**src/hdl/adcthd_pkg.sv**
```systemverilog
`timescale 1ns / 1ps
`default_nettype none

package adcthd_pkg;

    // Field widths of the request and result items.
    localparam int ADC_W   = 10;
    localparam int SCALE_W = 10;
    localparam int BAND_W  = 4;
    localparam int TEMP_W  = 10;
    localparam int SEG_W   = 7;
    localparam int EN_W    = 2;
    localparam int SHOWN_W = 7;
    localparam int DIGIT_W = 4;
    localparam int PROD_W  = ADC_W + SCALE_W;

    // Command codes carried in the request.
    localparam logic CMD_SAMPLE = 1'b0;
    localparam logic CMD_TICK   = 1'b1;

    // Digit enable codes.
    localparam logic [EN_W-1:0] EN_NONE  = 2'd0;
    localparam logic [EN_W-1:0] EN_TENS  = 2'd1;
    localparam logic [EN_W-1:0] EN_UNITS = 2'd2;

    // Register indexes on the configuration port.
    localparam logic REG_SCALE = 1'b0;
    localparam logic REG_BAND  = 1'b1;

    localparam logic [SCALE_W-1:0] SCALE_RESET = 10'd500;
    localparam logic [BAND_W-1:0]  BAND_RESET  = 4'd1;

    // Largest value the two digits can show.
    localparam logic [SHOWN_W-1:0] SHOWN_MAX = 7'd99;
    // Saturation limit of the scaled reading.
    localparam logic [PROD_W-1:0]  TEMP_SAT  = PROD_W'(1023);
    // Reciprocal of ten for values below 1024: (x * 205) >> 11.
    localparam logic [7:0]         RECIP_10  = 8'd205;
    localparam int                 RECIP_SH  = 11;

    typedef struct packed {
        logic              cmd;
        logic [ADC_W-1:0]  adc_sample;
    } in_item_t;

    typedef struct packed {
        logic [SEG_W-1:0]   segments;
        logic [EN_W-1:0]    digit_enable;
        logic [SHOWN_W-1:0] shown_temperature;
    } out_item_t;

    // Seven-segment decode, bit 0 is segment a. Codes above nine are dark.
    function automatic logic [SEG_W-1:0] seg_decode(input logic [DIGIT_W-1:0] d);
        logic [SEG_W-1:0] s;
        case (d)
            4'd0:    s = 7'h3F;
            4'd1:    s = 7'h06;
            4'd2:    s = 7'h5B;
            4'd3:    s = 7'h4F;
            4'd4:    s = 7'h66;
            4'd5:    s = 7'h6D;
            4'd6:    s = 7'h7D;
            4'd7:    s = 7'h07;
            4'd8:    s = 7'h7F;
            4'd9:    s = 7'h67;
            default: s = 7'h00;
        endcase
        return s;
    endfunction

endpackage

`default_nettype wire

```
**src/hdl/adc_thermometer_two_digit_display.sv**
```systemverilog
`timescale 1ns / 1ps
`default_nettype none

// Channel  | Ports                      | Contents
// ---------+----------------------------+------------------------------------
// request  | s_valid, s_ready, s_data   | cmd and adc_sample (in_item_t)
// result   | m_valid, m_ready, m_data   | segments, digit_enable, shown value
// config   | psel..pready (APB)         | scale_numerator at 0, band at 4
//
// Every request passes three registers in order: the product register loads at the
// edge that takes it, then the clamp and divide-by-ten register, and then the state
// update loads the output register. A new request is taken every cycle while no
// result is held waiting on m_ready.
// The pipeline moves as a whole; it stalls only while a result waits on m_ready.
// Reset is synchronous on aresetn and clears the display state and valid bits.

module adc_thermometer_two_digit_display
    import adcthd_pkg::*;
#(
    parameter int ADC_BITS = 10
) (
    input  wire logic        aclk,
    input  wire logic        aresetn,

    input  wire logic        s_valid,
    output      logic        s_ready,
    input  wire in_item_t    s_data,

    output      logic        m_valid,
    input  wire logic        m_ready,
    output      out_item_t   m_data,

    input  wire logic        psel,
    input  wire logic        penable,
    input  wire logic        pwrite,
    input  wire logic [2:0]  paddr,
    input  wire logic [31:0] pwdata,
    output      logic [31:0] prdata,
    output      logic        pready
);

    // Configuration registers.
    logic [SCALE_W-1:0] scale_reg;
    logic [BAND_W-1:0]  band_reg;
    logic               cfg_write;
    logic               cfg_sel;

    assign pready    = 1'b1;
    assign cfg_write = psel && penable && pwrite;
    assign cfg_sel   = paddr[2];

    always_ff @(posedge aclk) begin
        if (!aresetn) begin
            scale_reg <= SCALE_RESET;
            band_reg  <= BAND_RESET;
        end else if (cfg_write) begin
            case (cfg_sel)
                REG_SCALE: scale_reg <= pwdata[SCALE_W-1:0];
                REG_BAND:  band_reg  <= pwdata[BAND_W-1:0];
                default:   scale_reg <= scale_reg;
            endcase
        end
    end

    // Register readback, ignoring the byte offset within a word.
    always_comb begin
        case (cfg_sel)
            REG_SCALE: prdata = {{(32-SCALE_W){1'b0}}, scale_reg};
            REG_BAND:  prdata = {{(32-BAND_W){1'b0}}, band_reg};
            default:   prdata = '0;
        endcase
    end

    // The whole pipeline advances unless a result is held by the sink.
    logic advance;
    assign advance = !m_valid || m_ready;
    assign s_ready = advance;

    // Stage one: the raw product of reading and scale.
    logic              v1_reg;
    logic              cmd1_reg;
    logic [PROD_W-1:0] prod_reg;

    always_ff @(posedge aclk) begin
        if (!aresetn) begin
            v1_reg <= 1'b0;
        end else if (advance) begin
            v1_reg <= s_valid;
        end
    end

    always_ff @(posedge aclk) begin
        if (advance) begin
            cmd1_reg <= s_data.cmd;
            prod_reg <= PROD_W'(s_data.adc_sample) * PROD_W'(scale_reg);
        end
    end

    // Stage two: shift, saturate, clamp to two digits and split them.
    logic [PROD_W-1:0]  scaled;
    logic [TEMP_W-1:0]  temp_next;
    logic [SHOWN_W-1:0] clamp_next;
    logic [14:0]        recip_prod;
    logic [DIGIT_W-1:0] tens_next;
    logic [DIGIT_W-1:0] units_next;

    always_comb begin
        scaled = prod_reg >> ADC_BITS;
        if (scaled > TEMP_SAT) begin
            temp_next = TEMP_SAT[TEMP_W-1:0];
        end else begin
            temp_next = scaled[TEMP_W-1:0];
        end
        if (temp_next > TEMP_W'(SHOWN_MAX)) begin
            clamp_next = SHOWN_MAX;
        end else begin
            clamp_next = temp_next[SHOWN_W-1:0];
        end
        recip_prod = 15'(clamp_next) * 15'(RECIP_10);
        tens_next  = recip_prod[RECIP_SH +: DIGIT_W];
        units_next = 4'(clamp_next - 7'({tens_next, 3'b000} + {2'b00, tens_next, 1'b0}));
    end

    logic               v2_reg;
    logic               cmd2_reg;
    logic [TEMP_W-1:0]  temp2_reg;
    logic [SHOWN_W-1:0] clamp2_reg;
    logic [DIGIT_W-1:0] tens2_reg;
    logic [DIGIT_W-1:0] units2_reg;

    always_ff @(posedge aclk) begin
        if (!aresetn) begin
            v2_reg <= 1'b0;
        end else if (advance) begin
            v2_reg <= v1_reg;
        end
    end

    always_ff @(posedge aclk) begin
        if (advance) begin
            cmd2_reg   <= cmd1_reg;
            temp2_reg  <= temp_next;
            clamp2_reg <= clamp_next;
            tens2_reg  <= tens_next;
            units2_reg <= units_next;
        end
    end

    // Stage three: hysteresis check, multiplex tick and the result register.
    logic [TEMP_W-1:0]  last_reg,  last_next;
    logic [DIGIT_W-1:0] tens_reg,  tens_upd;
    logic [DIGIT_W-1:0] units_reg, units_upd;
    logic [SHOWN_W-1:0] shown_reg, shown_next;
    logic               units_turn_reg, units_turn_next;
    logic [EN_W-1:0]    en_reg,    en_next;
    logic [SEG_W-1:0]   seg_reg,   seg_next;
    logic signed [TEMP_W:0] diff;
    logic signed [TEMP_W:0] band_s;
    logic               change;

    always_comb begin
        last_next       = last_reg;
        tens_upd        = tens_reg;
        units_upd       = units_reg;
        shown_next      = shown_reg;
        units_turn_next = units_turn_reg;
        en_next         = en_reg;
        seg_next        = seg_reg;
        diff   = $signed({1'b0, temp2_reg}) - $signed({1'b0, last_reg});
        band_s = $signed({{(TEMP_W+1-BAND_W){1'b0}}, band_reg});
        change = (diff > band_s) || (diff < -band_s);
        case (cmd2_reg)
            CMD_SAMPLE: begin
                if (change) begin
                    last_next  = temp2_reg;
                    tens_upd   = tens2_reg;
                    units_upd  = units2_reg;
                    shown_next = clamp2_reg;
                end
            end
            CMD_TICK: begin
                if (!units_turn_reg) begin
                    en_next  = EN_TENS;
                    seg_next = seg_decode(tens_reg);
                end else begin
                    en_next  = EN_UNITS;
                    seg_next = seg_decode(units_reg);
                end
                units_turn_next = !units_turn_reg;
            end
            default: begin
                en_next = en_reg;
            end
        endcase
    end

    always_ff @(posedge aclk) begin
        if (!aresetn) begin
            last_reg       <= '0;
            tens_reg       <= '0;
            units_reg      <= '0;
            shown_reg      <= '0;
            units_turn_reg <= 1'b0;
            en_reg         <= EN_NONE;
            seg_reg        <= '0;
            m_valid        <= 1'b0;
        end else if (advance) begin
            m_valid <= v2_reg;
            if (v2_reg) begin
                last_reg       <= last_next;
                tens_reg       <= tens_upd;
                units_reg      <= units_upd;
                shown_reg      <= shown_next;
                units_turn_reg <= units_turn_next;
                en_reg         <= en_next;
                seg_reg        <= seg_next;
            end
        end
    end

    // The result fields follow the display state loaded with the result.
    assign m_data.segments          = seg_reg;
    assign m_data.digit_enable      = en_reg;
    assign m_data.shown_temperature = shown_reg;

endmodule

`default_nettype wire

```
**config.mk**
```make
export PLATFORM = sky130hd
export DESIGN_NAME = adc_thermometer_two_digit_display
export DESIGN_NICKNAME = d
export VERILOG_FILES = /design/src/hdl/adcthd_pkg.sv /design/src/hdl/adc_thermometer_two_digit_display.sv
export SDC_FILE = /design/constraint.sdc
export NUM_CORES = 1
export LEC_CHECK = 0
export ABC_AREA = 0
export BUFFER_PORTS_ARGS = -buffer_cell sky130_fd_sc_hd__buf_2
export CAP_MARGIN = 20
export CORE_ASPECT_RATIO = 0.9
export CORE_MARGIN = 4
export CORE_UTILIZATION = 46
export CTS_CLUSTER_SIZE = 40
export DETAILED_ROUTE_END_ITERATION = 12
export PLACE_DENSITY = 0.69
export REMOVE_ABC_BUFFERS = 1
export SLEW_MARGIN = 10
export SYNTH_ARGS = -nofsm -noshare
export SYNTH_HDL_FRONTEND = slang
export SYNTH_SLANG_ARGS = --single-unit
```
**constraint.sdc**
```tcl
create_clock -name aclk -period 4.6 [get_ports aclk]
set_input_delay 0.46 -clock aclk [delete_from_list [all_inputs] [get_ports aclk]]
set_output_delay 0.46 -clock aclk [all_outputs]
set_load 0.01 [all_outputs]
```
### Word level (Yosys, flattened, before mapping)

Memories as Yosys holds them, arrays and structs flattened. A register that Yosys moved wholly into a read port is not among the register bits.
Cells that the tools add are included.

| word-level totals | value |
|---|---|
| register bits after elaboration | 99 |
| ROM bits | 224 |
| input bits | 53 |
| output and inout bits | 51 |
| logic and storage cells | 52 |
| memories | 2 |

| operators by class | value |
|---|---|
| $add $sub $neg | 4 |
| $mul | 2 |
| order comparisons | 4 |
| mux-type cells | 9 |
| bitwise logic cells | 2 |
| reduce and logical (&&, ||, !) cells | 10 |

Memories:

| name | words | width | rd ports | clocked after Yosys merged registers in | write ports | line | text |
|---|---|---|---|---|---|---|---|
| (name not given) | 16 | 7 | 1 | 1 | 0 | adcthd_pkg.sv:55 | `case (d)` |
| (name not given) | 16 | 7 | 1 | 1 | 0 | adcthd_pkg.sv:55 |  |

Operators by type and width:

| operator | number |
|---|---|
| 32-bit case mux with 2 select lines | 1 |
| 10-bit by 10-bit multiplier with 20-bit output | 1 |
| 4-bit two-way mux | 4 |
| 7-bit by 8-bit multiplier with 15-bit output (second input constant) | 1 |
| 7-bit two-way mux | 2 |
| 11-bit by 5-bit > comparator with 1-bit output | 1 |
| 11-bit less-than comparator | 1 |
| 4-bit negator with 11-bit output | 1 |
| 10-bit by 10-bit subtractor with 11-bit output | 1 |
| 10-bit > comparator (second input constant) | 1 |
| 10-bit by 7-bit > comparator with 1-bit output (second input constant) | 1 |
| 10-bit two-way mux | 1 |
| 4-bit adder | 1 |
| 2-bit AND reduction | 2 |
| 4-bit AND reduction | 1 |
| 4-bit subtractor | 1 |
| 3-bit AND reduction | 1 |
| 1-bit logical AND | 2 |
| 1-bit zero test | 2 |
| 1-bit logical OR | 2 |
| 2-bit two-way mux | 1 |
| 1-bit inverter | 2 |

### Longest topological paths before layout

| logic depth | value |
|---|---|
| word-level depth | 7 |
| mapped depth | 23 |
| depth with buffers taken out | 22 |

### Worst setup path before layout

No wires, ideal clock.

| timing path | value |
|---|---|
| path type | input-to-reg |
| start point | input s_data[3] (netlist name) |
| end point | register prod_reg[17] (data pin) |
| setup time | 0.258 ns |
| data arrival time | 4.751 ns |
| data required time | 4.342 ns |
| slack | -0.409 ns |
| cell stages on the path | 20 |
| buffers on the path | 1 |
| cell sequence | clkbuf_1 -> nand2_1 -> fa_1 -> fa_1 -> inv_1 -> ha_1 -> inv_1 -> fa_1 -> inv_1 -> fa_1 -> ha_1 -> o21a_1 -> o21a_1 -> o21ai_0 -> a211o_1 -> a31oi_1 -> and2_1 -> o21a_1 -> nor2_1 -> xnor2_1 |

| on the way | value |
|---|---|
| longest elaborated chain between the ends | 1 |

Ends and longest elaborated chain:

| element | line | text |
|---|---|---|
| start: declaration | adc_thermometer_two_digit_display.sv:27 | `input wire in_item_t s_data,` |
| 10-bit by 10-bit multiplier with 20-bit output | adc_thermometer_two_digit_display.sv:95 | `prod_reg <= PROD_W'(s_data.adc_sample) * PROD_W'(scale_reg);` |
| end signal: assignment | adc_thermometer_two_digit_display.sv:95 |  |
| end: declaration | adc_thermometer_two_digit_display.sv:82 | `logic [PROD_W-1:0] prod_reg;` |

Every way passes these cells.
A chain may end at the register's enable or synchronous reset.

### Worst setup path after layout

| timing path | value |
|---|---|
| start point | register prod_reg[18] |
| end point | register units2_reg[3] (data pin) |

| on the way | value |
|---|---|
| longest elaborated chain between the ends | 7 |

Ends and longest elaborated chain:

| element | line | text |
|---|---|---|
| 10-bit > comparator | adc_thermometer_two_digit_display.sv:109 | `if (scaled > TEMP_SAT) begin` |
| 10-bit two-way mux (*) | adc_thermometer_two_digit_display.sv:109 |  |
| 10-bit by 7-bit > comparator with 1-bit output | adc_thermometer_two_digit_display.sv:114 | `if (temp_next > TEMP_W'(SHOWN_MAX)) begin` |
| 7-bit two-way mux (*) | adc_thermometer_two_digit_display.sv:114 |  |
| named net clamp_next[4] | adc_thermometer_two_digit_display.sv:102 | `logic [SHOWN_W-1:0] clamp_next;` |
| 7-bit by 8-bit multiplier with 15-bit output (*) | adc_thermometer_two_digit_display.sv:119 | `recip_prod = 15'(clamp_next) * 15'(RECIP_10);` |
| named net recip_prod[12] | adc_thermometer_two_digit_display.sv:103 | `logic [14:0] recip_prod;` |
| 4-bit adder (*) | adc_thermometer_two_digit_display.sv:121 | `units_next = 4'(clamp_next - 7'({tens_next, 3'b000} + {2'b00, tens_next, 1'b0}));` |
| 4-bit subtractor (*) | adc_thermometer_two_digit_display.sv:121 |  |
| named net units_next[3] | adc_thermometer_two_digit_display.sv:105 | `logic [DIGIT_W-1:0] units_next;` |
| end signal: assignment | adc_thermometer_two_digit_display.sv:145 | `units2_reg <= units_next;` |
| end: declaration | adc_thermometer_two_digit_display.sv:129 | `logic [DIGIT_W-1:0] units2_reg;` |

Mark *: on every way through the listed nets, which the timed path passes. The rest lies on a longest branch.

==> flow_summary.ini <==
[power]
comb_power_share_pct = 73.9
p_clk_share_pct = 8.6
power_density_mw_per_mm2 = 778
seq_power_share_pct = 17.5
power.leakage_nw = 5.33
switching_share_pct = 40.9
vdd_drop_max_v = 0.000816
p_int_w = 0.00512
switchingPower_w = 0.00355

[sta]
fin_worst_skew_ns = 0.00915
setup_viol = 6
relSlewSlack_pct = 45.7
fin_ws_ns = -0.301
fin_tns_setup_ns = -1.17
hold_violations = 0
worst_pin_slew_ns = 0.812
timing.fmax_ghz = 0.204
finalMaxSlewViolations = 0
post-route-period-util_pct = 107
min_period_ns = 4.90
rsz0062_at_grt = yes

[detailed_routing]
vias = 6901
final_antenna_net_count = 0
drc = 0
drt-total-wl_mm = 19.3
firstDrtPassIters = 4
drt-wirelength-per-cell_um = 14.4
viasPerCell = 5.13
drt-initial-drc-count = 341

[yosys]
synth.most_common_cell = ha_1
synth_top_cell_by_area = ha_1
postSynthCellCount = 963
yosys_warnings = 0
syn_avg_cell_area_um2 = 9.63
ys_types = 65
ys.flop_type = dfxtp_1
synthArstFlopShare_pct = 0
ys_ff_latch = 102
synth_area_leaders = ha_1, fa_1, dfxtp_1
yosys.area.top_type_share_pct = 17.1
ys_seq_area_share_pct = 26.0
synth.top_cells.by_count = ha_1, inv_1, nand2_1
synth_edf_count = 37
synth.cell_area_mm2 = 0.00927

[status]
violations = negative setup slack
status = finished with violations

[job]
max_cap_viol_count = 0

[worst_setup_path]
critical_path_class = register to register
worstSetupEndpointType = register
max_stage_delay_ns = 0.52
cp.buffers_inverters = 3
critPathLaunchType = register
slowest_stage = fa_1
critPathArrivalTime_ns = 5.00
cp_top_family = adder cells
path_max_fanout = 3
path_cells = buf_6 > nor3_4 > and3_4 > ha_4 > fa_1 > ha_1 > inv_2 > fa_1 > inv_2 > ha_4 > a21o_1 > a21o_1 > a221o_1 > a21oi_2 > o21bai_2 > xor2_1 > ha_1 > nand2_1 > nand2_2 > xnor2_2 > xnor2_1
required_ns = 4.69

[die]
die_area_mm2 = 0.0225
num_rows = 48
die_x_um = 158
die_y_um = 143
initial_core_util_pct = 47.6
design.core.area_mm2 = 0.0195
ios = 104

[placed_design]
place_ws_ns = -0.627
dpl_cell_area_mm2 = 0.0102
io_buffer_count = 56
hpwl_mm = 15.0
place_congestion = 0.871

[grt]
grt_max_degree = 47
grt_pass1_vias = 7032
grt_use_total_pct = 18.0
antenna_found_initial = 0
overflow = 0
grt_pass1_wl_mm = 33.0

[clock_network]
clockRootBuffer = clkbuf_16
cts_max_level = 3
clock_path_buffers = 2
insertion_delay_ns = 0.35
clkTransAtPathRegs_ns = 0.07
cts.sinks = 102
numCtsBuffers = 9
cts_tree = yes

[layout]
diodes = 0
finish.net_count = 1339
final_layout_size_suffix_gt1_share_pct = 25.5
area_delta_synth_final_pct = 20.2
fin_area_mm2 = 0.0111
fillers = 1626

[min_path]
hp-class = primary input to register
[power groups by stage]
stage	sequential [W]	combinational (W)	clock [W]
finish	0.00152	0.00641	0.000747
detailed placement	0.00153	0.00504	0
global route	0.00154	0.00716	0.000812
CTS	0.00152	0.00569	0.000770
global placement	0.00153	0.00485	0
floorplan	0.00149	0.00349	0
[final cells by class]
| class | count | area (um2) | area share (%) |
|---|---|---|---|
| inverters | 123 | 464 | 4.17 |
| multi-input cells | 688 | 6480 | 58.2 |
| flip-flops and latches | 102 | 2430 | 21.8 |
| clock buffers | 9 | 225 | 2.02 |
| clock inverters | 7 | 63.8 | 0.573 |
| repair buffers | 165 | 1160 | 10.4 |
| well taps | 250 | 313 | 2.81 |
[layout by cell type (no fill, tap or decap), drive strengths merged, types with 3 or more instances in the layout]
master,n
ha,127
or2,5
xor2,9
o21a,6
o221ai,5
and4,3
mux2i,44
a21oi,18
o311ai,3
nand3b,4
fa,70
a211o,3
a211oi,3
nand2b,5
a21o,9
conb,23
and3,8
and2,43
inv,127
nor3,10
nor4,4
nand2,113
o211a,7
a221oi,3
xnor2,18
o21ai,21
dfxtp,65
clkinv,3
nor2,25
nand3,11
clkbuf,9
buf,165
mux2,4
o31a,4
a21boi,5
o211ai,4
edfxtp,37
nor3b,7
nor2b,43
[per-stage QoR]
stage | total power (W) | util [%] | hold WS, ns | instances
floorplan | 0.00498 | - | 0.400 | 913
global placement | 0.00639 | 52.4 | 0.407 | 1308
detailed placement | 0.00657 | 52.4 | 0.410 | 1308
CTS | 0.00799 | 56.1 | 0.289 | 1340
global route | 0.00952 | 57.3 | 0.295 | 1344
finish | 0.00867 | 57.3 | 0.307 | 1344
[per-layer routing]
metal  share of wire, %  up-vias  GRT usage [%]
met3                4.3       35           2.64
li1                   -     3383              -
met5                  0        -              0
met2                 46      139           28.6
met1                 48     3344           24.9
met4                2.5        0           7.02
[worst register-to-register path, delay by kind of cell, from the launching register on]
family	cells	cell delay, ns
adder cells (fa/ha/maj)	6	2.00
buffers and inverters	3	0.23
XOR/XNOR	3	0.42
AO/OA/AOI/OAI	5	0.88
flip-flops	1	0.42
AND/OR/NAND/NOR	4	0.68
[what timing repair did]
item / in CTS / in global routing
hold endpoints to repair: 0 / 0
pin swaps: 59 / 46
endpoints found under the setup margin: 15 / 34
gates resized for setup: 65 / 50
setup buffers: 16 / 7
hold buffers: 0 / 0
[final timing paths]
kind,slack [ns],start,depth (start not counted),endpoint
setup / recovery,-0.30,prod_reg[18],21,units2_reg[3]
hold / removal,0.31,s_data[10],1,cmd1_reg
setup reg to reg,-0.30,prod_reg[18],21,units2_reg[3]
hold reg to reg,0.44,cmd1_reg,0,cmd2_reg
[kinds of logic after synthesis]
family	Yosys count	synth area share, %
multiplexers	48	5.59
flip-flops	102	26.0
XOR/XNOR	27	2.55
AO/OA/AOI/OAI	103	8.06
buffers and inverters	194	9.37
AND/OR/NAND/NOR	290	16.1
adder cells (fa/ha/maj)	197	32.3
other	2	0.0810
(Power assumes the default switching activity.)
